## src/hw/rtl/ofcc_pkg.sv

```systemverilog
// Shared types, widths and constant tables of the optical flow color coder.
// Used by every module of the block; depends on nothing.
`default_nettype none

package ofcc_pkg;

	// Flow component width (signed Q15.8 at the default of 24 bits).
	localparam int FLOW_BITS = 24;

	// CORDIC datapath: operands are pre-scaled by 2^16 and grow by the CORDIC gain.
	localparam int CORDIC_STEPS = 14;
	localparam int CORD_W       = FLOW_BITS + 18;
	localparam int Z_W          = 17;
	localparam int ANG_W        = 15;
	localparam logic [ANG_W-1:0] Z_QUARTER = 15'd16384;

	// Magnitude datapath.
	localparam int SQ_W      = 2 * FLOW_BITS;
	localparam int RSQ_W     = 46;
	localparam int M_W       = (SQ_W > RSQ_W) ? SQ_W : RSQ_W;
	localparam int RADIUS_W  = 23;
	localparam int ISQ_W     = 62;
	localparam int ISQ_STEPS = 31;
	localparam int NUM_W     = 39;
	localparam int DIV_STEPS = 17;
	localparam int RAD_W     = 17;

	// Pipeline bookkeeping: the angle waits for the magnitude path.
	localparam int ZDLY       = 34;
	localparam int LAST_STAGE = 52;

	// Color wheel.
	localparam int unsigned SEG_RY  = 15;
	localparam int unsigned SEG_YG  = 6;
	localparam int unsigned SEG_GC  = 4;
	localparam int unsigned SEG_CB  = 11;
	localparam int unsigned SEG_BM  = 13;
	localparam int unsigned SEG_MR  = 6;
	localparam int unsigned WHEEL_N = SEG_RY + SEG_YG + SEG_GC + SEG_CB + SEG_BM + SEG_MR;
	localparam int unsigned FULL    = 255;
	localparam int COL_W = 24;
	localparam logic [COL_W-1:0] FULL_Q16 = 24'd255 << 16;
	localparam logic [39:0]      FULL_Q32 = 40'd255 << 32;

	// Register map (word index) and reset values.
	localparam logic [0:0] REG_MAX_RADIUS = 1'b0;
	localparam logic [RADIUS_W-1:0] MAX_RADIUS_RST = 23'd256;

	typedef struct packed {
		logic signed [FLOW_BITS-1:0] flow_x;
		logic signed [FLOW_BITS-1:0] flow_y;
		logic                        flow_valid;
	} flow_in_t;

	typedef struct packed {
		logic [7:0] red;
		logic [7:0] green;
		logic [7:0] blue;
	} pix_out_t;

	typedef struct packed {
		logic xneg;
		logic yneg;
		logic fv;
	} side_t;

	// Arc tangent of 2^-i in units of 2^-16 turn.
	function automatic logic [13:0] atan_turn(input int i);
		logic [13:0] a;
		unique case (i)
			0:       a = 14'd8192;
			1:       a = 14'd4836;
			2:       a = 14'd2555;
			3:       a = 14'd1297;
			4:       a = 14'd651;
			5:       a = 14'd326;
			6:       a = 14'd163;
			7:       a = 14'd81;
			8:       a = 14'd41;
			9:       a = 14'd20;
			10:      a = 14'd10;
			11:      a = 14'd5;
			12:      a = 14'd3;
			13:      a = 14'd1;
			default: a = 14'd0;
		endcase
		return a;
	endfunction

	// Color wheel entry k as {red, green, blue}.
	function automatic logic [23:0] wheel_rgb(input logic [5:0] k);
		int unsigned kk;
		int unsigned i;
		int unsigned r;
		int unsigned g;
		int unsigned b;
		kk = k;
		i = 0;
		r = 0;
		g = 0;
		b = 0;
		if (kk < SEG_RY) begin
			r = FULL; g = FULL * kk / SEG_RY; b = 0;
		end else if (kk < SEG_RY + SEG_YG) begin
			i = kk - SEG_RY;
			r = FULL - FULL * i / SEG_YG; g = FULL; b = 0;
		end else if (kk < SEG_RY + SEG_YG + SEG_GC) begin
			i = kk - (SEG_RY + SEG_YG);
			r = 0; g = FULL; b = FULL * i / SEG_GC;
		end else if (kk < SEG_RY + SEG_YG + SEG_GC + SEG_CB) begin
			i = kk - (SEG_RY + SEG_YG + SEG_GC);
			r = 0; g = FULL - FULL * i / SEG_CB; b = FULL;
		end else if (kk < SEG_RY + SEG_YG + SEG_GC + SEG_CB + SEG_BM) begin
			i = kk - (SEG_RY + SEG_YG + SEG_GC + SEG_CB);
			r = FULL * i / SEG_BM; g = 0; b = FULL;
		end else begin
			i = kk - (SEG_RY + SEG_YG + SEG_GC + SEG_CB + SEG_BM);
			if (i >= SEG_MR)
				i = SEG_MR - 1;
			r = FULL; g = 0; b = FULL - FULL * i / SEG_MR;
		end
		return {8'(r), 8'(g), 8'(b)};
	endfunction

endpackage

`default_nettype wire

```

## src/hw/rtl/ofcc_div_cell.sv

```systemverilog
// One quotient bit of the restoring divider that scales the flow length.
// Depends on ofcc_pkg for widths.
`default_nettype none

module ofcc_div_cell #(
	parameter int STEP = 0
) (
	input  logic                             clk,
	input  logic                             en,
	input  logic [ofcc_pkg::RADIUS_W-1:0]   den,
	input  logic [ofcc_pkg::NUM_W-1:0]      rem_in,
	input  logic [ofcc_pkg::RAD_W-1:0]      q_in,
	output logic [ofcc_pkg::NUM_W-1:0]      rem_q,
	output logic [ofcc_pkg::RAD_W-1:0]      q_q
);

	localparam int QB = ofcc_pkg::DIV_STEPS - 1 - STEP;

	logic [ofcc_pkg::NUM_W:0] dsh;

	assign dsh = (ofcc_pkg::NUM_W + 1)'(den) << QB;

	always_ff @(posedge clk) begin
		if (en) begin
			if ({1'b0, rem_in} >= dsh) begin
				rem_q <= rem_in - dsh[ofcc_pkg::NUM_W-1:0];
				q_q   <= q_in | (ofcc_pkg::RAD_W'(1) << QB);
			end else begin
				rem_q <= rem_in;
				q_q   <= q_in;
			end
		end
	end

endmodule

`default_nettype wire

```

## config.mk

```make
export PLATFORM = sky130hd
export DESIGN_NAME = ofcc_div_cell
export DESIGN_NICKNAME = d
export VERILOG_FILES = /design/src/hw/rtl/ofcc_pkg.sv /design/src/hw/rtl/ofcc_div_cell.sv
export SDC_FILE = /design/constraint.sdc
export NUM_CORES = 1
export LEC_CHECK = 0
export BUFFER_PORTS_ARGS = -buffer_cell sky130_fd_sc_hd__buf_4
export CAP_MARGIN = 20
export CORE_ASPECT_RATIO = 2
export CORE_MARGIN = 1.5
export CORE_UTILIZATION = 45
export DETAILED_ROUTE_END_ITERATION = 8
export GPL_TIMING_DRIVEN = 0
export PLACE_DENSITY = 0.79
export SKIP_LAST_GASP = 1
export SLEW_MARGIN = 30
export SYNTH_ARGS = -nofsm -noshare
export SYNTH_HDL_FRONTEND = slang
export SYNTH_SLANG_ARGS = --single-unit
```

## constraint.sdc

```tcl
create_clock -name clk -period 2.64 [get_ports clk]
set_input_delay 0.264 -clock clk [delete_from_list [all_inputs] [get_ports clk]]
set_output_delay 0.264 -clock clk [all_outputs]
set_load 0.01 [all_outputs]
```

## After elaboration in Yosys (flattened, before gate mapping)

Index checks and enable logic that the tools add are counted.

- Flip-flop bits (word level): 56
- Latch bits: 0
- Bits in writable memories: 0
- Memory bits (read-only): 0
- Input bits: 81
- Output and inout port bits: 56
- Logic and storage cells: 6
- Memories kept: 0

- Add/sub/neg operators: 1
- Multiply operators: 0
- Divide/modulo/power cells: 0
- Order comparisons: 1
- Eq/ne operators: 0
- Shift operators: 0
- Multiplexer cells: 1
- Bitwise operators: 0
- Reduce and logical (&&, ||, !) cells: 0

Operators with widths:

| cell | number |
|---|---|
| 39-bit greater-or-equal comparator | 1 |
| 39-bit two-way mux | 1 |
| 39-bit subtractor | 1 |

## Longest topological paths before layout

- Depth after elaboration: 2
- Mapped depth: 10
- Depth with buffers taken out: 10

## Least setup slack after synthesis

Ideal clock, no wire load.

- Path type: input to register
- Start: input den[18] in the netlist's numbering
- End: register rem_q[19] in the netlist's numbering, data pin
- Data arrival time: 2.235 ns
- Data required time: 2.380 ns
- Slack: 0.144 ns
- Stages: 10
- Path buffers: 2
- Path through: inv_1 -> ha_1 -> buf_2 -> a21oi_1 -> o21ai_0 -> a21o_1 -> a211o_4 -> nor2_4 -> buf_6 -> mux2_4

- Cells in the longest elaborated chain, start to end: 2

Ends and longest elaborated chain:

| element | RTL line | RTL |
|---|---|---|
| start, declared | ofcc_div_cell.sv:10 | `input logic [ofcc_pkg::RADIUS_W-1:0] den,` |
| 39-bit greater-or-equal comparator | ofcc_div_cell.sv:25 | `if ({1'b0, rem_in} >= dsh) begin` |
| 39-bit two-way mux | ofcc_div_cell.sv:25 |  |
| end signal, assigned | ofcc_div_cell.sv:26 | `rem_q <= rem_in - dsh[ofcc_pkg::NUM_W-1:0];` |
| end signal, assigned | ofcc_div_cell.sv:29 | `rem_q <= rem_in;` |
| end, declared | ofcc_div_cell.sv:13 | `output logic [ofcc_pkg::NUM_W-1:0] rem_q,` |

Every way passes these cells.
A chain may end at the register's enable or synchronous reset.

## Final worst setup path

- Start: input rem_in[16] in the netlist's numbering
- End: register rem_q[38] in the netlist's numbering, data pin

- Cells in the longest elaborated chain, start to end: 2

Ends and longest elaborated chain:

| element | RTL line | RTL |
|---|---|---|
| start, declared | ofcc_div_cell.sv:11 | `input logic [ofcc_pkg::NUM_W-1:0] rem_in,` |
| 39-bit subtractor or 39-bit greater-or-equal comparator (tied branches) | ofcc_div_cell.sv:26, ofcc_div_cell.sv:25 |  |
| 39-bit two-way mux (*) | ofcc_div_cell.sv:25 |  |

Every way passes the cells marked *; elsewhere a longest branch is shown, timed or not.

==> results.toml <==
[drt]
dr_total_vias = 3131
drt_iter0_drc = 207
post_drt_wl_per_cell_um = 18.4
vias_per_cell = 5.65
antenna_left = 0
drt_first_pass_iters = 4
drc = 0
routed_wl_um = 10200

[placed_design]
portBuffers = 136
post-place-ws_ns = -0.362
place_inst = 546
gp_congestion = 0.909
hpwl_um = 8240

[sta]
rsz0062_at_grt = "no"
clock.fmax_mhz = 392
slew_headroom_pct = 53.7
final.min_clock_period_ns = 2.55
hold_viol = 0
slew_viol_final = 0
post-route-period-util_pct = 96.6
setup_viol = 0
worst_slack_ns = 0.0895
max_slew.worst_pin.slew_ns = 0.695

[hold_path]
hold_depth = 1
holdPathEnd = "q_q[14]"
holdCritStartpoint = "q_in[14]"
hold_class = "primary input to flip-flop"

[global_route]
grt_pass1_vias = 3167
grt_usage_pct = 23.5
overflow = 0
grt_max_degree = 57
grt_pass1_wl_um = 15100
antenna_found_initial = 0

[setup_path]
path_buf_inv = 3
path_max_fanout = 4
cp-end-kind = "flip-flop"
crit_type = "primary input to flip-flop"
path_depth = 11
worstPathCellList = "buf_4 -> inv_1 -> ha_1 -> inv_1 -> fa_1 -> a211oi_2 -> o21ai_1 -> a211oi_1 -> o21ai_0 -> xor2_1 -> mux2_2"
cpPeakStageDelay_ns = 0.43
crit_family = "compound AO/OA/AOI/OAI gates"
critPathLaunchType = "primary input"
cp_common_cell = "inv_1"
required_ns = 2.69
slowest_stage = "fa_1"
arrival_ns = 2.61

[yosys]
synth_top_cell_by_area = "edfxtp_1"
yosysTopAreaCellShare_pct = 47.0
yosys-top-cells-count = "edfxtp_1 (56), inv_1 (26), nand2_1 (26)"
synth_nets = 421
ys_warn_count = 0
synth_edf_count = 56
yosysMostFrequentCell = "edfxtp_1"
synth_cell_type_count = 52
synth_seq_area_share_pct = 47.0
synth_area_mm2 = 0.00358
synth_flop_cell = "edfxtp_1"
async_flop_share_pct = 0
syn_avg_cell_area_um2 = 11.3
yosys_register_bits = 56
synthCells = 316
synthTopCellsByArea = "edfxtp_1 (47%), ha_1 (8.0%), mux2_4 (6.3%)"

[final_layout]
fin_cells = 554
nFillCells = 616
area_delta_synth_final_pct = 36.7
diodes = 0
final_util_pct = 63.9
fin_nets = 564
drive_gt1_share_pct = 39.6

[clock_tree]
cts_tree = "yes"
cts.clk_slew.worst_paths_ns = 0.07
cts-root-buf = "clkbuf_16"
cts_buffer_depth = 2
cts_max_level = 2
clock_sinks = 56
cts_buffers = 5

[power_and_ir_drop]
powerDensity_mw_per_mm2 = 537
leakagePower_nw = 2.18
ir_drop_mv = 0.322

[floorplanning]
core-area_mm2 = 0.00766
dieWidth_um = 66.1
row_count = 45
fp.dieH_um = 129
die-area_mm2 = 0.00853
io_pins = 137
start_util_pct = 46.7

[run]
max-cap-violations = 0

[run_status]
outcome = "finished, final reports clean"
-- placed cells by master, fill, tap and decap left out, drive strengths merged, types with 14 or more instances in the layout --
cell and count:
nor2 17, o21ai 14, ha 23, buf 143
a21oi 23, nand2 27, edfxtp 56, mux2 18
inv 27
-- cell type report --
cell class	instances	area (µm²)	area share (%)
repair buffers	137	1030	21.0
well taps	94	118	2.40
multi-input cells	227	1770	36.2
clock inverters	3	27.5	0.563
flip-flops and latches	56	1680	34.4
plain buffers	6	46.3	0.946
clock buffers	5	125	2.56
inverters	26	97.6	1.99
-- layer usage --
metal  share of wire (%)  vias up  wire, µm  track usage, %
li1                    -     1492         -               -
met1                  32     1476      3310            22.0
met2                  58      130      5870            46.7
met3                 5.2       33       533            2.43
met4                 4.7        0       481            13.7
met5                   0        -         0               0
-- repair_timing --
item                       CTS  global route
hold buffers                 0             0
resized for setup            3             4
pin swaps                    0             1
buffers inserted             0             1
setup endpoints to repair    7            16
-- logic make-up after synthesis --
logic type               share of synthesized area (%)
AO/OA/AOI/OAI                                     16.6
XOR/XNOR                                          3.43
adder cells (fa/ha/maj)                           8.60
buffers and inverters                             4.12
flip-flops                                        47.0
multiplexers                                      7.51
AND/OR/NAND/NOR                                   12.8
-- worst max-delay path by stage --
stage / from / slack, ns / to
finish: rem_in[16] / 0.09 / rem_q[38]
floorplan: den[18] / 0.14 / rem_q[19]
global route: rem_in[16] / 0.03 / rem_q[38]
CTS: rem_in[16] / 0.02 / rem_q[38]
detailed placement: rem_in[16] / -0.36 / rem_q[38]
global placement: rem_in[16] / -0.38 / rem_q[38]
-- stage by stage --
stage,hold slack (ns),instance area [µm²],TNS [ns],total power [W]
final,0.140,4890,0,0.00263
after global routing,0.136,4890,0,0.00273
after CTS,0.137,4870,0,0.00263
after detailed placement,0.444,4720,-5.74,0.00195
after global placement,0.442,4720,-5.89,0.00193
after floorplan,0.363,3580,0,0.00160
-- power breakdown --
part	internal (W)	switching [W]
Combinational	0.000413	0.000413
Clock	0.000361	0.000324
Sequential	0.00109	0.0000253
Total	0.00187	0.000762
-- state kept, by name (all words and copies together), names as in the netlist --
| register | flops |
|---|---|
| q_q | 17 |
| rem_q | 39 |
Power figures use the tool's default switching activity.
