--- src/hw/rtl/ofcc_pkg.sv ---
// Shared types, widths and constant tables of the optical flow color coder.
// Used by every module of the block; depends on nothing.
`default_nettype none

package ofcc_pkg;

	// Flow component width (signed Q15.8 at the default of 24 bits).
	localparam int FLOW_BITS = 24;

	// CORDIC datapath: operands are pre-scaled by 2^16 and grow by the CORDIC gain.
	localparam int CORDIC_STEPS = 14;
	localparam int CORD_W       = FLOW_BITS + 18;
	localparam int Z_W          = 17;
	localparam int ANG_W        = 15;
	localparam logic [ANG_W-1:0] Z_QUARTER = 15'd16384;

	// Magnitude datapath.
	localparam int SQ_W      = 2 * FLOW_BITS;
	localparam int RSQ_W     = 46;
	localparam int M_W       = (SQ_W > RSQ_W) ? SQ_W : RSQ_W;
	localparam int RADIUS_W  = 23;
	localparam int ISQ_W     = 62;
	localparam int ISQ_STEPS = 31;
	localparam int NUM_W     = 39;
	localparam int DIV_STEPS = 17;
	localparam int RAD_W     = 17;

	// Pipeline bookkeeping: the angle waits for the magnitude path.
	localparam int ZDLY       = 34;
	localparam int LAST_STAGE = 52;

	// Color wheel.
	localparam int unsigned SEG_RY  = 15;
	localparam int unsigned SEG_YG  = 6;
	localparam int unsigned SEG_GC  = 4;
	localparam int unsigned SEG_CB  = 11;
	localparam int unsigned SEG_BM  = 13;
	localparam int unsigned SEG_MR  = 6;
	localparam int unsigned WHEEL_N = SEG_RY + SEG_YG + SEG_GC + SEG_CB + SEG_BM + SEG_MR;
	localparam int unsigned FULL    = 255;
	localparam int COL_W = 24;
	localparam logic [COL_W-1:0] FULL_Q16 = 24'd255 << 16;
	localparam logic [39:0]      FULL_Q32 = 40'd255 << 32;

	// Register map (word index) and reset values.
	localparam logic [0:0] REG_MAX_RADIUS = 1'b0;
	localparam logic [RADIUS_W-1:0] MAX_RADIUS_RST = 23'd256;

	typedef struct packed {
		logic signed [FLOW_BITS-1:0] flow_x;
		logic signed [FLOW_BITS-1:0] flow_y;
		logic                        flow_valid;
	} flow_in_t;

	typedef struct packed {
		logic [7:0] red;
		logic [7:0] green;
		logic [7:0] blue;
	} pix_out_t;

	typedef struct packed {
		logic xneg;
		logic yneg;
		logic fv;
	} side_t;

	// Arc tangent of 2^-i in units of 2^-16 turn.
	function automatic logic [13:0] atan_turn(input int i);
		logic [13:0] a;
		unique case (i)
			0:       a = 14'd8192;
			1:       a = 14'd4836;
			2:       a = 14'd2555;
			3:       a = 14'd1297;
			4:       a = 14'd651;
			5:       a = 14'd326;
			6:       a = 14'd163;
			7:       a = 14'd81;
			8:       a = 14'd41;
			9:       a = 14'd20;
			10:      a = 14'd10;
			11:      a = 14'd5;
			12:      a = 14'd3;
			13:      a = 14'd1;
			default: a = 14'd0;
		endcase
		return a;
	endfunction

	// Color wheel entry k as {red, green, blue}.
	function automatic logic [23:0] wheel_rgb(input logic [5:0] k);
		int unsigned kk;
		int unsigned i;
		int unsigned r;
		int unsigned g;
		int unsigned b;
		kk = k;
		i = 0;
		r = 0;
		g = 0;
		b = 0;
		if (kk < SEG_RY) begin
			r = FULL; g = FULL * kk / SEG_RY; b = 0;
		end else if (kk < SEG_RY + SEG_YG) begin
			i = kk - SEG_RY;
			r = FULL - FULL * i / SEG_YG; g = FULL; b = 0;
		end else if (kk < SEG_RY + SEG_YG + SEG_GC) begin
			i = kk - (SEG_RY + SEG_YG);
			r = 0; g = FULL; b = FULL * i / SEG_GC;
		end else if (kk < SEG_RY + SEG_YG + SEG_GC + SEG_CB) begin
			i = kk - (SEG_RY + SEG_YG + SEG_GC);
			r = 0; g = FULL - FULL * i / SEG_CB; b = FULL;
		end else if (kk < SEG_RY + SEG_YG + SEG_GC + SEG_CB + SEG_BM) begin
			i = kk - (SEG_RY + SEG_YG + SEG_GC + SEG_CB);
			r = FULL * i / SEG_BM; g = 0; b = FULL;
		end else begin
			i = kk - (SEG_RY + SEG_YG + SEG_GC + SEG_CB + SEG_BM);
			if (i >= SEG_MR)
				i = SEG_MR - 1;
			r = FULL; g = 0; b = FULL - FULL * i / SEG_MR;
		end
		return {8'(r), 8'(g), 8'(b)};
	endfunction

endpackage

`default_nettype wire

--- src/hw/rtl/ofcc_cordic_cell.sv ---
// One vectoring CORDIC iteration with its output register.
// Depends on ofcc_pkg for widths and the arc tangent table.
`default_nettype none

module ofcc_cordic_cell #(
	parameter int STEP = 0
) (
	input  logic                                clk,
	input  logic                                en,
	input  logic signed [ofcc_pkg::CORD_W-1:0] x_in,
	input  logic signed [ofcc_pkg::CORD_W-1:0] y_in,
	input  logic signed [ofcc_pkg::Z_W-1:0]    z_in,
	output logic signed [ofcc_pkg::CORD_W-1:0] x_q,
	output logic signed [ofcc_pkg::CORD_W-1:0] y_q,
	output logic signed [ofcc_pkg::Z_W-1:0]    z_q
);

	logic signed [ofcc_pkg::CORD_W-1:0] xs;
	logic signed [ofcc_pkg::CORD_W-1:0] ys;
	logic signed [ofcc_pkg::Z_W-1:0]    at;

	assign xs = x_in >>> STEP;
	assign ys = y_in >>> STEP;
	assign at = ofcc_pkg::Z_W'(ofcc_pkg::atan_turn(STEP));

	// Rotate toward the x axis; the sign of y picks the direction.
	always_ff @(posedge clk) begin
		if (en) begin
			if (y_in > 0) begin
				x_q <= x_in + ys;
				y_q <= y_in - xs;
				z_q <= z_in + at;
			end else begin
				x_q <= x_in - ys;
				y_q <= y_in + xs;
				z_q <= z_in - at;
			end
		end
	end

endmodule

`default_nettype wire

--- config.mk ---
export PLATFORM = sky130hd
export DESIGN_NAME = ofcc_cordic_cell
export DESIGN_NICKNAME = d
export VERILOG_FILES = /design/src/hw/rtl/ofcc_pkg.sv /design/src/hw/rtl/ofcc_cordic_cell.sv
export SDC_FILE = /design/constraint.sdc
export NUM_CORES = 1
export LEC_CHECK = 0
export ABC_CLOCK_PERIOD_IN_PS = 3200
export BUFFER_PORTS_ARGS = -buffer_cell sky130_fd_sc_hd__buf_2
export CAP_MARGIN = 20
export CELL_PAD_IN_SITES_DETAIL_PLACEMENT = 2
export CELL_PAD_IN_SITES_GLOBAL_PLACEMENT = 2
export CORE_ASPECT_RATIO = 1.25
export CORE_MARGIN = 1
export CORE_UTILIZATION = 34
export DETAILED_ROUTE_END_ITERATION = 10
export GPL_TIMING_DRIVEN = 0
export PLACE_DENSITY_LB_ADDON = 0.25
export SKIP_LAST_GASP = 1
export SLEW_MARGIN = 10
export SYNTH_ARGS = -nofsm -noshare
export SYNTH_HDL_FRONTEND = slang
export SYNTH_SLANG_ARGS = --single-unit
--- constraint.sdc ---
create_clock -name clk -period 3.2 [get_ports clk]
set_input_delay 0.32 -clock clk [delete_from_list [all_inputs] [get_ports clk]]
set_output_delay 0.32 -clock clk [all_outputs]
set_load 0.01 [all_outputs]
* Yosys cells after proc, flatten, opt, wreduce, memory -nomap -nowiden
Cells that the tools add are included.
** Cells by class
- Order comparisons :: 1
- Muxes and demuxes :: 3
- $add $sub $neg :: 5
** Operator list (count)
- 2-to-1 mux 42 bit :: 2
- subtractor 42 bit :: 2
- adder 42 bit :: 1
- greater-than comparator 42 x 1 -> 1 bit, second input constant :: 1
- adder 17 x 15 -> 17 bit, second input constant :: 1
- 2-to-1 mux 17 bit :: 1
- subtractor 17 x 15 -> 17 bit, second input constant :: 1
** Storage, ports and cells
- Flip-flop bits (word level) :: 101
- Logic and storage cells :: 12
- Input port bits :: 103

* Logic depth before layout (Yosys ltp)
- Depth after elaboration :: 2
- Mapped depth :: 13
- Depth with buffers taken out :: 11

* Worst setup path before layout
No wires, ideal clock.
- Kind :: input-to-reg
- Start point :: input x_in[0] (netlist name)
- End point :: register y_q[28] (netlist name), data pin
- Buffers on the path :: 0
- Slack :: 394 ps
- Required time :: 2940 ps
- Cell stages on the path :: 11
- Arrival time :: 2546 ps
- Cells stage by stage :: ha_1 > fa_1 > nor2b_1 > o211ai_1 > nand2_1 > o22a_1 > a221oi_2 > o211ai_1 > a31oi_1 > a21oi_1 > xnor2_1
** On the way
- Word-level cells in the longest chain between the ends :: 2
** RTL lines
- start, declared :: RTL line ofcc_cordic_cell.sv:10 : input logic signed [ofcc_pkg::CORD_W-1:0] x_in,
- adder 42 bit or subtractor 42 bit (tied branches) :: RTL line ofcc_cordic_cell.sv:35, ofcc_cordic_cell.sv:31
- 2-to-1 mux 42 bit (*) :: RTL line ofcc_cordic_cell.sv:29 : if (y_in > 0) begin
- end signal, assigned :: RTL line ofcc_cordic_cell.sv:31 : y_q <= y_in - xs;
- end signal, assigned :: RTL line ofcc_cordic_cell.sv:35 : y_q <= y_in + xs;
- end, declared :: RTL line ofcc_cordic_cell.sv:14 : output logic signed [ofcc_pkg::CORD_W-1:0] y_q,
Every way passes the cells marked *; elsewhere a longest branch is shown, timed or not.
A chain may end at the register's enable or synchronous reset.

* Worst setup path in the final report
- Start point :: input y_in[7] (netlist name)
- End point :: register z_q[16] (netlist name), data pin
** On the way
- Word-level cells in the longest chain between the ends :: 2
** RTL lines
- start, declared :: RTL line ofcc_cordic_cell.sv:11 : input logic signed [ofcc_pkg::CORD_W-1:0] y_in,
- greater-than comparator 42 x 1 -> 1 bit :: RTL line ofcc_cordic_cell.sv:29
- 2-to-1 mux 17 bit :: RTL line ofcc_cordic_cell.sv:29
- end signal, assigned :: RTL line ofcc_cordic_cell.sv:32 : z_q <= z_in + at;
- end signal, assigned :: RTL line ofcc_cordic_cell.sv:36 : z_q <= z_in - at;
- end, declared :: RTL line ofcc_cordic_cell.sv:15 : output logic signed [ofcc_pkg::Z_W-1:0] z_q
Every way passes these cells.

==> impl_metrics.env <==
export IMPL_ys_seq_area_share_pct=27.5
export IMPL_setup_viol=19
export IMPL_vias=11200
export IMPL_drive_gt1_share_pct=20.9
export IMPL_stdcell_count=1946
export IMPL_ios=204
export IMPL_drv_slew=0
export IMPL_cts_buffers=9
export IMPL_synth_top_area_cell="edfxtp_1"
export IMPL_diodes=0
export IMPL_avgSynthCellArea_um2=8.32
export IMPL_status="finished with violations"
export IMPL_synth_cell_types=76
export IMPL_fin_crit_sh_pct=105
export IMPL_regArea_mm2=0.00300
export IMPL_post_cts_hold_buffer_count=0
export IMPL_path_max_fanout=12
export IMPL_yosys_warnings=0
export IMPL_final_nets=1775
export IMPL_dp_cells=1927
export IMPL_fmax_ghz=0.297
export IMPL_dpl_worst_slack_ns=-2.20
export IMPL_synthTopCellsByArea="edfxtp_1 (28%), ha_1 (16%), a21oi_1 (8.1%)"
export IMPL_cp_required_ns=3.33
export IMPL_crit_path_start="y_in[7]"
export IMPL_syn_nets=1557
export IMPL_grt_pass1_vias=12200
export IMPL_crit_path_end_kind="flop"
export IMPL_drt_initial_drc_count=645
export IMPL_drv_cap=0
export IMPL_grt_max_degree=60
export IMPL_syn_inst=1311
export IMPL_relSlewSlack_pct=34.2
export IMPL_hold_class="in -> reg"
export IMPL_grt_first_pass_wirelength_um=76000
export IMPL_fp_dieH_um=202
export IMPL_synth_most_common_cell="a21oi_1"
export IMPL_synth_edf_count=100
export IMPL_multi_input_area_mm2=0.00736
export IMPL_dp_final_hpwl_um=41700
export IMPL_core_mm2=0.0317
export IMPL_crit_type="in -> reg"
export IMPL_synth_async_reset_ratio_pct=0
export IMPL_fp_dieW_um=162
export IMPL_dr_pass1_iters=5
export IMPL_io_buffers=203
export IMPL_powerDensity_mw_per_mm2=406
export IMPL_hold_viol=0
export IMPL_crit_end="z_q[16]"
export IMPL_design_area_mm2=0.0130
export IMPL_worst_slew_pin_slew_ns=0.987
export IMPL_leakagePower_uw=0.00561
export IMPL_fin_crit_ns=3.36
export IMPL_fillers=3705
export IMPL_cts_tree="yes"
export IMPL_fin_util_pct=41.1
export IMPL_netlist_area_mm2=0.0109
export IMPL_clkSinkCount=100
export IMPL_ant_nets=0
export IMPL_h_tree_depth=3
export IMPL_synth_top_area_share_pct=27.5
export IMPL_drc=0
export IMPL_clk_path_buf_depth=2
export IMPL_floorplan_initialDensity_pct=34.4
export IMPL_peakVddDrop_uv=209
export IMPL_die_area_mm2=0.0328
export IMPL_fin_ws_ns=-0.164
export IMPL_wirelength_um=50800
export IMPL_arrival_ns=3.50
export IMPL_antenna_found_initial=0
export IMPL_rsz0062_at_grt="yes"
export IMPL_place_congestion=0.961
export IMPL_gr_total_overflow=0
export IMPL_cts_root_buf="clkbuf_16"
export IMPL_area_delta_synth_final_pct=19.4
export IMPL_num_rows=73
export IMPL_postPlaceCellArea_mm2=0.0125
export IMPL_violations="setup timing"
export IMPL_ys_ff_latch=100
export IMPL_startpoint_type="input port"
export IMPL_ys_top_cells_by_count="a21oi_1 (177), ha_1 (139), inv_1 (128)"
export IMPL_path_clk_slew_ns=0.08
export IMPL_synth_ff_type="edfxtp_1"
export IMPL_wl_per_cell_um=26.1
export IMPL_viasPerCell=5.77
export IMPL_globalRouteTotalUtil_pct=31.1
## worst min-delay path by stage
stage	from	end	slack [ns]	cells past startpoint
after CTS	z_in[10]	z_q[10]	0.09	1
final	z_in[10]	z_q[10]	0.1	1
after detailed placement	z_in[10]	z_q[10]	0.50	1
after global placement	z_in[3]	z_q[3]	0.50	1
after floorplan	z_in[0]	z_q[0]	0.42	0
after global routing	z_in[10]	z_q[10]	0.09	1
## area by class of cell
| cell class | count | area share (%) |
|---|---|---|
| Sequential cell | 100 | 23.0 |
| Clock buffer | 9 | 1.73 |
| Tap cell | 412 | 3.96 |
| Timing Repair Buffer | 208 | 8.26 |
| Buffer | 56 | 2.23 |
| Multi-Input combinational cell | 1024 | 56.5 |
| Inverter | 130 | 3.77 |
| Clock inverter | 7 | 0.528 |
## worst max-delay path, cell delays in order
cell and delay (ns):
buf_2 0.18, nor4_4 0.38, nand4_1 0.41, nor2_2 0.31, a41oi_4 0.29, inv_2 0.19, clkbuf_4 0.30, buf_6 0.24
ha_1 0.26, a21o_1 0.15, a21oi_1 0.19, xnor2_1 0.16, xnor2_1 0.08
## power by group
part	switching [uW]	internal, uW
combinational	1570	801
clock	602	548
sequential	51.5	1720
## metrics by stage
step / total power [uW] / TNS (ns) / hold WS [ns]
floorplan: 3120 / 0 / 0.419
global placement: 4020 / -101.53 / 0.496
detailed placement: 4080 / -94.05 / 0.499
CTS: 5270 / -0.0965 / 0.0862
global route: 5540 / -0.791 / 0.0907
finish: 5290 / -1.22 / 0.0963
## state kept, by name (all words and copies together) (netlist names)
signal and count:
y_q 41, x_q 42, z_q 17
## metal layers
metal,GRT usage (%),up-vias,share of wire (%)
li1,-,5148,-
met1,35.4,5649,40
met2,56.6,323,51
met3,3.88,114,3.8
met4,15.2,0,4.7
met5,0,-,0
## cells by family after synthesis
group,after synthesis,synth area share (%)
XOR/XNOR,83,6.66
AND/OR/NAND/NOR,322,14.2
flip-flops,100,27.5
buffers and inverters,187,6.93
adder cells (fa/ha/maj),143,16.7
AO/OA/AOI/OAI,458,26.4
multiplexers,18,1.65
## layout by cell type (no fill, tap or decap), types with 16 or more instances in the layout
cell type	instances
a21o_1	18
a21oi_1	175
buf_2	225
edfxtp_1	100
ha_1	139
inv_1	127
mux2i_1	18
nand2_1	72
nand3_1	23
nand4_1	24
nor2_1	102
nor3_1	29
o211ai_1	17
o21a_1	16
o21ai_0	85
o21bai_1	28
o31ai_1	16
xnor2_1	76
## timing repair
action | CTS | global route
pin swaps | 6 | 8
resized for setup | 27 | 36
setup endpoints to repair | 85 | 34
setup buffers | 3 | 1
Note: power is estimated with default switching activity, not from simulation.
